==> config.mk <==
export PLATFORM = sky130hd
export DESIGN_NAME = arm_shifter_operand_unit
export DESIGN_NICKNAME = d
export VERILOG_FILES = /design/src/rtl/asu_pkg.sv /design/src/rtl/arm_shifter_operand_unit.sv
export SDC_FILE = /design/constraint.sdc
export NUM_CORES = 1
export LEC_CHECK = 0
export BUFFER_PORTS_ARGS = -buffer_cell sky130_fd_sc_hd__buf_4
export CAP_MARGIN = 20
export CORE_ASPECT_RATIO = 1.25
export CORE_MARGIN = 4
export CORE_UTILIZATION = 54
export CTS_BUF_LIST = sky130_fd_sc_hd__clkbuf_8
export DETAILED_ROUTE_END_ITERATION = 12
export PLACE_DENSITY = 0.74
export SLEW_MARGIN = 20
export SYNTH_ARGS = -nofsm -noshare
export SYNTH_HDL_FRONTEND = slang
export SYNTH_SLANG_ARGS = --single-unit
==> constraint.sdc <==
create_clock -name clk -period 7.9 [get_ports clk]
set_input_delay 1.185 -clock clk [delete_from_list [all_inputs] [get_ports clk]]
set_output_delay 1.185 -clock clk [all_outputs]
set_load 0.01 [all_outputs]
==> src/rtl/asu_pkg.sv <==
// Shared types and codes for the ARM shifter-operand unit.
// No dependencies; imported by arm_shifter_operand_unit.
`default_nettype none

package asu_pkg;

  localparam int unsigned WORD_W = 32;
  localparam logic [WORD_W-1:0] ALL_ONES = {WORD_W{1'b1}};
  localparam logic [7:0] WORD_BITS = 8'd32;

  // action codes
  localparam logic [1:0] ACT_SHIFT     = 2'b00;
  localparam logic [1:0] ACT_IMM_SHIFT = 2'b01;
  localparam logic [1:0] ACT_THUMB     = 2'b10;

  // explicit shift type codes
  localparam logic [2:0] SH_LSL = 3'd0;
  localparam logic [2:0] SH_LSR = 3'd1;
  localparam logic [2:0] SH_ASR = 3'd2;
  localparam logic [2:0] SH_ROR = 3'd3;
  localparam logic [2:0] SH_RRX = 3'd4;

  // thumb replicated-byte patterns
  localparam logic [1:0] PAT_BYTE = 2'b00;
  localparam logic [1:0] PAT_HALF = 2'b01;
  localparam logic [1:0] PAT_ODD  = 2'b10;
  localparam logic [1:0] PAT_ALL  = 2'b11;

  // where the carry comes from once the rotate is done
  typedef enum logic [1:0] {
    CS_FIXED,
    CS_BIT0,
    CS_BIT31
  } csel_t;

  // decoded operation carried down the pipe
  typedef struct packed {
    logic              ok;
    logic [WORD_W-1:0] data;
    logic [4:0]        rot;
    logic [WORD_W-1:0] keep;
    logic              fill;
    csel_t             csel;
    logic              cfix;
  } op_t;

endpackage

`default_nettype wire

==> src/rtl/arm_shifter_operand_unit.sv <==
// ARM shifter-operand unit: explicit shift, immediate-encoded shift and
// Thumb modified-immediate expansion in a three-stage pipeline.
// Depends on asu_pkg.
//
// Usage:
//   Input channel in_valid/in_ready carries one request per beat: action,
//   operand, shift_type, shift_amount, imm_field, c_flag. Output channel
//   out_valid/out_ready carries one result beat per request: valid_res,
//   result, shift_carry, in request order.
//   Throughput: one beat per cycle unless the receiver stalls. Stage 1
//   decodes the request into a rotate amount, keep mask, fill bit and
//   carry source; stage 2 rotates by the coarse part of the amount
//   (multiples of 4); stage 3 rotates by the fine part, merges mask and
//   fill and picks the carry.
//   Every stage holds its own valid bit and advances when the stage after
//   it is empty or moving, so bubbles are squeezed out and a stalled
//   receiver backs the pipe up without losing or repeating a beat;
//   in_ready drops only once all three stages are full.
//   Reset (rst, synchronous, active high) empties all stages.
`default_nettype none

module arm_shifter_operand_unit
  import asu_pkg::*;
(
  input  wire logic              clk,
  input  wire logic              rst,
  input  wire logic              in_valid,
  output logic                   in_ready,
  input  wire logic [1:0]        action,
  input  wire logic [WORD_W-1:0] operand,
  input  wire logic [2:0]        shift_type,
  input  wire logic [7:0]        shift_amount,
  input  wire logic [11:0]       imm_field,
  input  wire logic              c_flag,
  output logic                   out_valid,
  input  wire logic              out_ready,
  output logic                   valid_res,
  output logic [WORD_W-1:0]      result,
  output logic                   shift_carry
);

  // pipeline occupancy and advance enables
  logic s1_vld, s2_vld;
  logic adv1, adv2, adv3;
  op_t  dec, s1, s2;

  assign adv3     = !out_valid || out_ready;
  assign adv2     = !s2_vld || adv3;
  assign adv1     = !s1_vld || adv2;
  assign in_ready = adv1;

  // ---------------------------------------------------------------------
  // Stage 1 decode: every case is reduced to "rotate data right by rot,
  // keep the bits in keep, fill the rest with fill, take carry per csel".
  // Pass-through and constant outcomes use rot 0, full keep, fixed carry.
  // LSL by n is a right rotate by 32-n with carry from bit 0; LSR, ASR and
  // ROR rotate right by n with carry from bit 31.
  // ---------------------------------------------------------------------
  always_comb begin
    logic [2:0] typ;
    logic [7:0] amt;
    logic [7:0] tb;
    logic       sign;

    typ  = shift_type;
    amt  = shift_amount;
    tb   = imm_field[7:0];
    sign = operand[WORD_W-1];

    dec.ok   = 1'b1;
    dec.data = operand;
    dec.rot  = 5'd0;
    dec.keep = ALL_ONES;
    dec.fill = 1'b0;
    dec.csel = CS_FIXED;
    dec.cfix = c_flag;

    // immediate-encoded form: imm5 of 0 means 32 for LSR/ASR, RRX for ROR
    if (action == ACT_IMM_SHIFT) begin
      amt = {3'b000, imm_field[4:0]};
      typ = {1'b0, shift_type[1:0]};
      if (imm_field[4:0] == 5'd0) begin
        case (typ)
          SH_LSR, SH_ASR: amt = WORD_BITS;
          SH_ROR: begin
            typ = SH_RRX;
            amt = 8'd1;
          end
          default: amt = 8'd0;
        endcase
      end
    end

    case (action)
      ACT_SHIFT, ACT_IMM_SHIFT: begin
        if (typ == SH_RRX) begin
          if (amt != 8'd1) begin
            dec.ok   = 1'b0;
            dec.data = '0;
            dec.cfix = 1'b0;
          end else begin
            dec.data = {c_flag, operand[WORD_W-1:1]};
            dec.cfix = operand[0];
          end
        end else if (typ > SH_RRX) begin
          dec.ok   = 1'b0;
          dec.data = '0;
          dec.cfix = 1'b0;
        end else if (amt != 8'd0) begin
          case (typ)
            SH_LSL: begin
              if (amt > WORD_BITS) begin
                dec.data = '0;
                dec.cfix = 1'b0;
              end else begin
                dec.rot  = 5'(~amt[4:0] + 5'd1);
                dec.keep = (amt == WORD_BITS) ? '0 : (ALL_ONES << amt[4:0]);
                dec.csel = CS_BIT0;
              end
            end
            SH_LSR: begin
              if (amt > WORD_BITS) begin
                dec.data = '0;
                dec.cfix = 1'b0;
              end else begin
                dec.rot  = amt[4:0];
                dec.keep = (amt == WORD_BITS) ? '0 : (ALL_ONES >> amt[4:0]);
                dec.csel = CS_BIT31;
              end
            end
            SH_ASR: begin
              if (amt >= WORD_BITS) begin
                dec.data = {WORD_W{sign}};
                dec.cfix = sign;
              end else begin
                dec.rot  = amt[4:0];
                dec.keep = ALL_ONES >> amt[4:0];
                dec.fill = sign;
                dec.csel = CS_BIT31;
              end
            end
            default: begin
              // ROR; a nonzero multiple of 32 leaves data, carry is bit 31
              dec.rot  = amt[4:0];
              dec.csel = CS_BIT31;
            end
          endcase
        end
      end
      ACT_THUMB: begin
        if (imm_field[11:10] == 2'b00) begin
          case (imm_field[9:8])
            PAT_BYTE: dec.data = {24'd0, tb};
            PAT_HALF: dec.data = {8'd0, tb, 8'd0, tb};
            PAT_ODD:  dec.data = {tb, 8'd0, tb, 8'd0};
            PAT_ALL:  dec.data = {tb, tb, tb, tb};
            default:  dec.data = {24'd0, tb};
          endcase
          // replicated patterns of a zero byte are unpredictable encodings
          if (imm_field[9:8] != PAT_BYTE && tb == 8'd0) begin
            dec.ok   = 1'b0;
            dec.data = '0;
            dec.cfix = 1'b0;
          end
        end else begin
          dec.data = {24'd0, 1'b1, imm_field[6:0]};
          dec.rot  = imm_field[11:7];
          dec.csel = CS_BIT31;
        end
      end
      default: begin
        dec.ok   = 1'b0;
        dec.data = '0;
        dec.cfix = 1'b0;
      end
    endcase
  end

  always_ff @(posedge clk) begin
    if (rst) begin
      s1_vld <= 1'b0;
    end else if (adv1) begin
      s1_vld <= in_valid;
    end
  end

  always_ff @(posedge clk) begin
    if (adv1 && in_valid) begin
      s1 <= dec;
    end
  end

  // ---------------------------------------------------------------------
  // Stage 2: coarse rotate by rot[4:2] * 4
  // ---------------------------------------------------------------------
  logic [2*WORD_W-1:0] coarse;
  op_t                 s2_next;

  always_comb begin
    coarse       = {s1.data, s1.data} >> {s1.rot[4:2], 2'b00};
    s2_next      = s1;
    s2_next.data = coarse[WORD_W-1:0];
  end

  always_ff @(posedge clk) begin
    if (rst) begin
      s2_vld <= 1'b0;
    end else if (adv2) begin
      s2_vld <= s1_vld;
    end
  end

  always_ff @(posedge clk) begin
    if (adv2 && s1_vld) begin
      s2 <= s2_next;
    end
  end

  // ---------------------------------------------------------------------
  // Stage 3: fine rotate by rot[1:0], merge mask and fill, pick carry
  // ---------------------------------------------------------------------
  logic [2*WORD_W-1:0] fine;
  logic [WORD_W-1:0]   rotated;
  logic [WORD_W-1:0]   result_next;
  logic                carry_next;

  always_comb begin
    fine        = {s2.data, s2.data} >> s2.rot[1:0];
    rotated     = fine[WORD_W-1:0];
    result_next = (rotated & s2.keep) | ({WORD_W{s2.fill}} & ~s2.keep);
    case (s2.csel)
      CS_BIT0:  carry_next = rotated[0];
      CS_BIT31: carry_next = rotated[WORD_W-1];
      default:  carry_next = s2.cfix;
    endcase
  end

  always_ff @(posedge clk) begin
    if (rst) begin
      out_valid <= 1'b0;
    end else if (adv3) begin
      out_valid <= s2_vld;
    end
  end

  always_ff @(posedge clk) begin
    if (adv3 && s2_vld) begin
      valid_res   <= s2.ok;
      result      <= result_next;
      shift_carry <= carry_next;
    end
  end

`ifndef NO_ASSERTIONS
  // a rejected request never leaks a value or a carry
  a_invalid_zero: assert property (@(posedge clk) disable iff (rst)
    out_valid && !valid_res |-> result == '0 && !shift_carry)
    else $error("invalid result beat carries nonzero payload");

  // decode of a rejected request is a fixed zero with no rotate
  a_dec_invalid: assert property (@(posedge clk) disable iff (rst)
    s1_vld && !s1.ok |-> s1.data == '0 && !s1.cfix && s1.csel == CS_FIXED)
    else $error("invalid request decoded to nonzero operation");

  // input is open whenever the first stage is empty
  a_ready_empty: assert property (@(posedge clk) disable iff (rst)
    !s1_vld |-> in_ready)
    else $error("in_ready low with empty first stage");

  // a stalled output with stage 2 full keeps stage 2 and the output stage occupied
  a_stall_hold: assert property (@(posedge clk) disable iff (rst)
    out_valid && !out_ready && s2_vld |=> out_valid && s2_vld)
    else $error("stalled pipeline dropped a beat");

  // reset empties the output stage
  a_reset_empty: assert property (@(posedge clk)
    rst |=> !out_valid)
    else $error("output valid right after reset");
`endif

endmodule

`default_nettype wire

==> metrics list <==
- After global routing the overflow that remains totals 0.
- Boundary pin count: 98
* Post-cts gate resize count: 0
- Critical path peak fanout: 22
- Hold repair after CTS inserted 0 buffers.
* Average detailed-routed wire length per instance: 22.0 µm
- IR analysis of the VDD net gives a maximum drop of 0.000133 V.
- Global-route usage over all layers: 23.7%
- Antenna violations before repair: 0
- Number of iterations in the first detailed-routing pass: 6
- Fraction of post-synthesis cell area in the top cell type by area: 54.2%
- Between clock sinks in the finished design, the worst skew comes to 0.0163 ns.
* Proportion of synthesized flip-flops having asynchronous set or reset: 0%
- Unique cell type count in the Yosys netlist: 50
- Traced cell by cell, the critical path runs through buf_4, nand2b_1, mux2i_1, ha_1, inv_1, a221oi_1, or2_0, o221ai_1.
* Worst-case headroom to the max-slew limit: 24.5%
* Area grow syn2layout: 12.9%
- Instance count after placement with tap cells included: 1,054
* DRC Markers: 0
- Result of the run: finished clean
- Final period demand of the worst path: 4.63 ns
* Static power due to leakage: 0.00402 µW
- The slowest stage of the critical path belongs to the cell sky130_fd_sc_hd__or2_0.
* Clock H-tree levels: 4
* DRT iter0 DRCs: 632
- CTS Buf Count: 17
* Total Die Area: 20,600 µm²
- The synthesized design contains 179 enable-type register cells.
- Setup violations, final: 0
- Count of antenna-violating nets left after detailed routing: 0
- Height of the die: 159 µm
* Dominant cell by count in the synthesized netlist: sky130_fd_sc_hd__edfxtp_1
* Number of hold violations in the final report: 0
- Post-Route Hold Slack: 0.416 ns
* Total number of vias: 6,837
* Effective utilization at floorplan: 54.7%
- Cell Area, Placed: 10,800 µm²
- Final cycle utilization of the critical path: 58.6%
* Top_reg_cell synth: sky130_fd_sc_hd__edfxtp_1
- Counting flops and latches in the post-synthesis netlist gives 182.
* Number of global-route vias before repair: 6,746
- Total power for the finished layout comes to 2190 µW.
- Nets: 920
- Core Rows: 55
- The finished cells cover 11,200 µm².
* Core Footprint: 18,100 µm²
- Avg Cell Area, Syn: 12.8 µm²
- Number of buffers on the longest clock path: 2
- At the end of routability-driven placement, the weighted congestion stood at 0.984.
- Clock tree from TritonCTS: built
- After detailed routing, the number of vias per cell comes to 6.29.
* Worst path max stage delay: 0.93 ns
- Commonest cells post-synth: sky130_fd_sc_hd__edfxtp_1, sky130_fd_sc_hd__mux2_2, sky130_fd_sc_hd__nand2_1
* Yosys warnings: 0
* Setup crit end kind: flop
* Input/output buffers: 97
- The tree is rooted in a sky130_fd_sc_hd__clkbuf_8.
- The worst setup path is launched from a primary input.
- The largest total area in the synthesized netlist belongs to sky130_fd_sc_hd__edfxtp_1.
- Post-layout instance count excluding filler cells: 1,087
- CP Data Arrival Time: 4.78 ns
- Later-pin clock latency in the skew report: 0.46 ns
* Maximum clock frequency: 216 MHz
* Overall die width: 129 µm
- Synthesis produced a netlist whose cell count is 775.
* Max capacitance violation total: 0
* Largest net degree at the start of global routing: 75
- Class of the tightest hold or removal check: reg -> reg
- Nets in the synthesized netlist: 849
- Once the clock tree was built, the setup fixing pass inserted 0 buffers.
* Number of max-slew violations in the final report: 0
* ANT cells: 0
- CTS clock-pin slew for the worst setup and hold paths: 0.10 ns
- Total half-perimeter wirelength after legalization and detailed placement: 18.1 mm
- Power spread over the standard cell area amounts to 195 nW/µm².
* Setup repair after global routing missed its margin: false
- Netlist area before placement: 9910 µm²
- First-pass GRT wire length: 37.6 mm
* Largest cells by area after synthesis: sky130_fd_sc_hd__edfxtp_1, sky130_fd_sc_hd__mux2_2, sky130_fd_sc_hd__mux4_2, sky130_fd_sc_hd__nand2_1, sky130_fd_sc_hd__mux2i_1
- The share of the Yosys chip area taken by registers is 54.9%.
* Slew at the pin closest to its max-slew limit: 1.13 ns
- Cells with a size suffix above 1 make up 30.7% of the layout.
- Drt total wl: 23.9 mm
* Worst endpoint required time: 8.05 ns
* Sum of negative setup slack: 0 ns
- Counting every sink on the clock net gives 182.
* Crit Path Class: in -> reg
==> flip-flops by register name, summed over array words and instances, names as in the netlist <==
signal	flops
s2_vld	1
out_valid	1
s1	74
s1_vld	1
result	32
shift_carry	1
valid_res	1
s2	71
==> final timing paths <==
check	start	end	slack [ns]	cells past startpoint
min	s1[22]	s2[22]	0.42	0
max	action[1]	s1[27]	3.27	8
max reg2reg	s1[39]	s2[61]	5.81	3
min reg2reg	s1[22]	s2[22]	0.42	0
==> placed cells by master (no fill, tap or decap), types with 4 or more instances in the layout <==
cell | synthesis | final
sky130_fd_sc_hd__a21o_1 | 7 | 7
sky130_fd_sc_hd__a21oi_1 | 44 | 44
sky130_fd_sc_hd__a221o_1 | 15 | 15
sky130_fd_sc_hd__a221oi_1 | 16 | 16
sky130_fd_sc_hd__a31oi_1 | 9 | 8
sky130_fd_sc_hd__and2_1 | 5 | 5
sky130_fd_sc_hd__and3_1 | 5 | 5
sky130_fd_sc_hd__buf_4 | 0 | 106
sky130_fd_sc_hd__clkbuf_8 | 0 | 17
sky130_fd_sc_hd__clkinvlp_4 | 0 | 4
sky130_fd_sc_hd__edfxtp_1 | 179 | 179
sky130_fd_sc_hd__ha_1 | 12 | 12
sky130_fd_sc_hd__inv_1 | 18 | 19
sky130_fd_sc_hd__mux2_2 | 81 | 81
sky130_fd_sc_hd__mux2i_1 | 24 | 23
sky130_fd_sc_hd__mux4_2 | 32 | 32
sky130_fd_sc_hd__nand2_1 | 80 | 80
sky130_fd_sc_hd__nand2b_1 | 4 | 4
sky130_fd_sc_hd__nand3_1 | 14 | 14
sky130_fd_sc_hd__nor2_1 | 41 | 41
sky130_fd_sc_hd__nor2b_1 | 6 | 5
sky130_fd_sc_hd__nor3_1 | 8 | 8
sky130_fd_sc_hd__o211ai_1 | 8 | 8
sky130_fd_sc_hd__o21a_1 | 4 | 4
sky130_fd_sc_hd__o21ai_0 | 35 | 35
sky130_fd_sc_hd__o221ai_1 | 23 | 23
sky130_fd_sc_hd__o31ai_1 | 7 | 7
sky130_fd_sc_hd__or3_1 | 8 | 8
==> logic make-up after synthesis <==
group           synth area share, %
compound gates                 12.9
simple gates                   8.68
flops                          54.9
mux                            18.9
buf+inv                        3.04
fa+ha+maj                      1.52
xor+xnor                     0.0884
==> power breakdown <==
| group | total [µW] | switching, µW | internal, µW |
|---|---|---|---|
| combinational | 403 | 219 | 185 |
| sequential | 1190 | 34.1 | 1150 |
| clock | 597 | 339 | 257 |
==> through the flow <==
step                      setup slack (ns)  utilization [%]
after CTS                             3.36             61.7
after floorplan                      0.848                -
after global placement                3.16             59.6
after detailed placement              2.88             59.6
after global routing                  3.08             61.8
final                                 3.27             61.8
==> area by class of cell <==
| cell class | count | area (µm²) |
|---|---|---|
| Clock buffer | 17 | 234 |
| Clock inverter | 15 | 150 |
| Fill cell | 1356 | 6910 |
| Inverter | 18 | 67.6 |
| Multi-Input combinational cell | 520 | 4200 |
| Sequential cell | 182 | 5440 |
| Tap cell | 228 | 285 |
| Timing Repair Buffer | 107 | 811 |
==> metal layers <==
| layer | up-vias | part of all wire (%) | global-route usage, % | routed length (µm) |
|---|---|---|---|---|
| met5 | - | 0 | 0 | 0 |
| met4 | 0 | 3.2 | 8.79 | 769 |
| met3 | 46 | 5.9 | 3.89 | 1410 |
| met2 | 303 | 52 | 40.0 | 12300 |
| met1 | 3288 | 39 | 30.6 | 9340 |
| li1 | 3200 | - | - | - |
==> worst max-delay path, delay by kind of cell <==
| family | cells | cell delay, ns |
|---|---|---|
| AOI/OAI and AO/OA | 2 | 0.76 |
| adders and majority gates | 1 | 0.34 |
| buffers and inverters | 2 | 0.32 |
| muxes | 1 | 0.61 |
| and+or+nand+nor | 2 | 1.55 |
(Power assumes the default switching activity.)
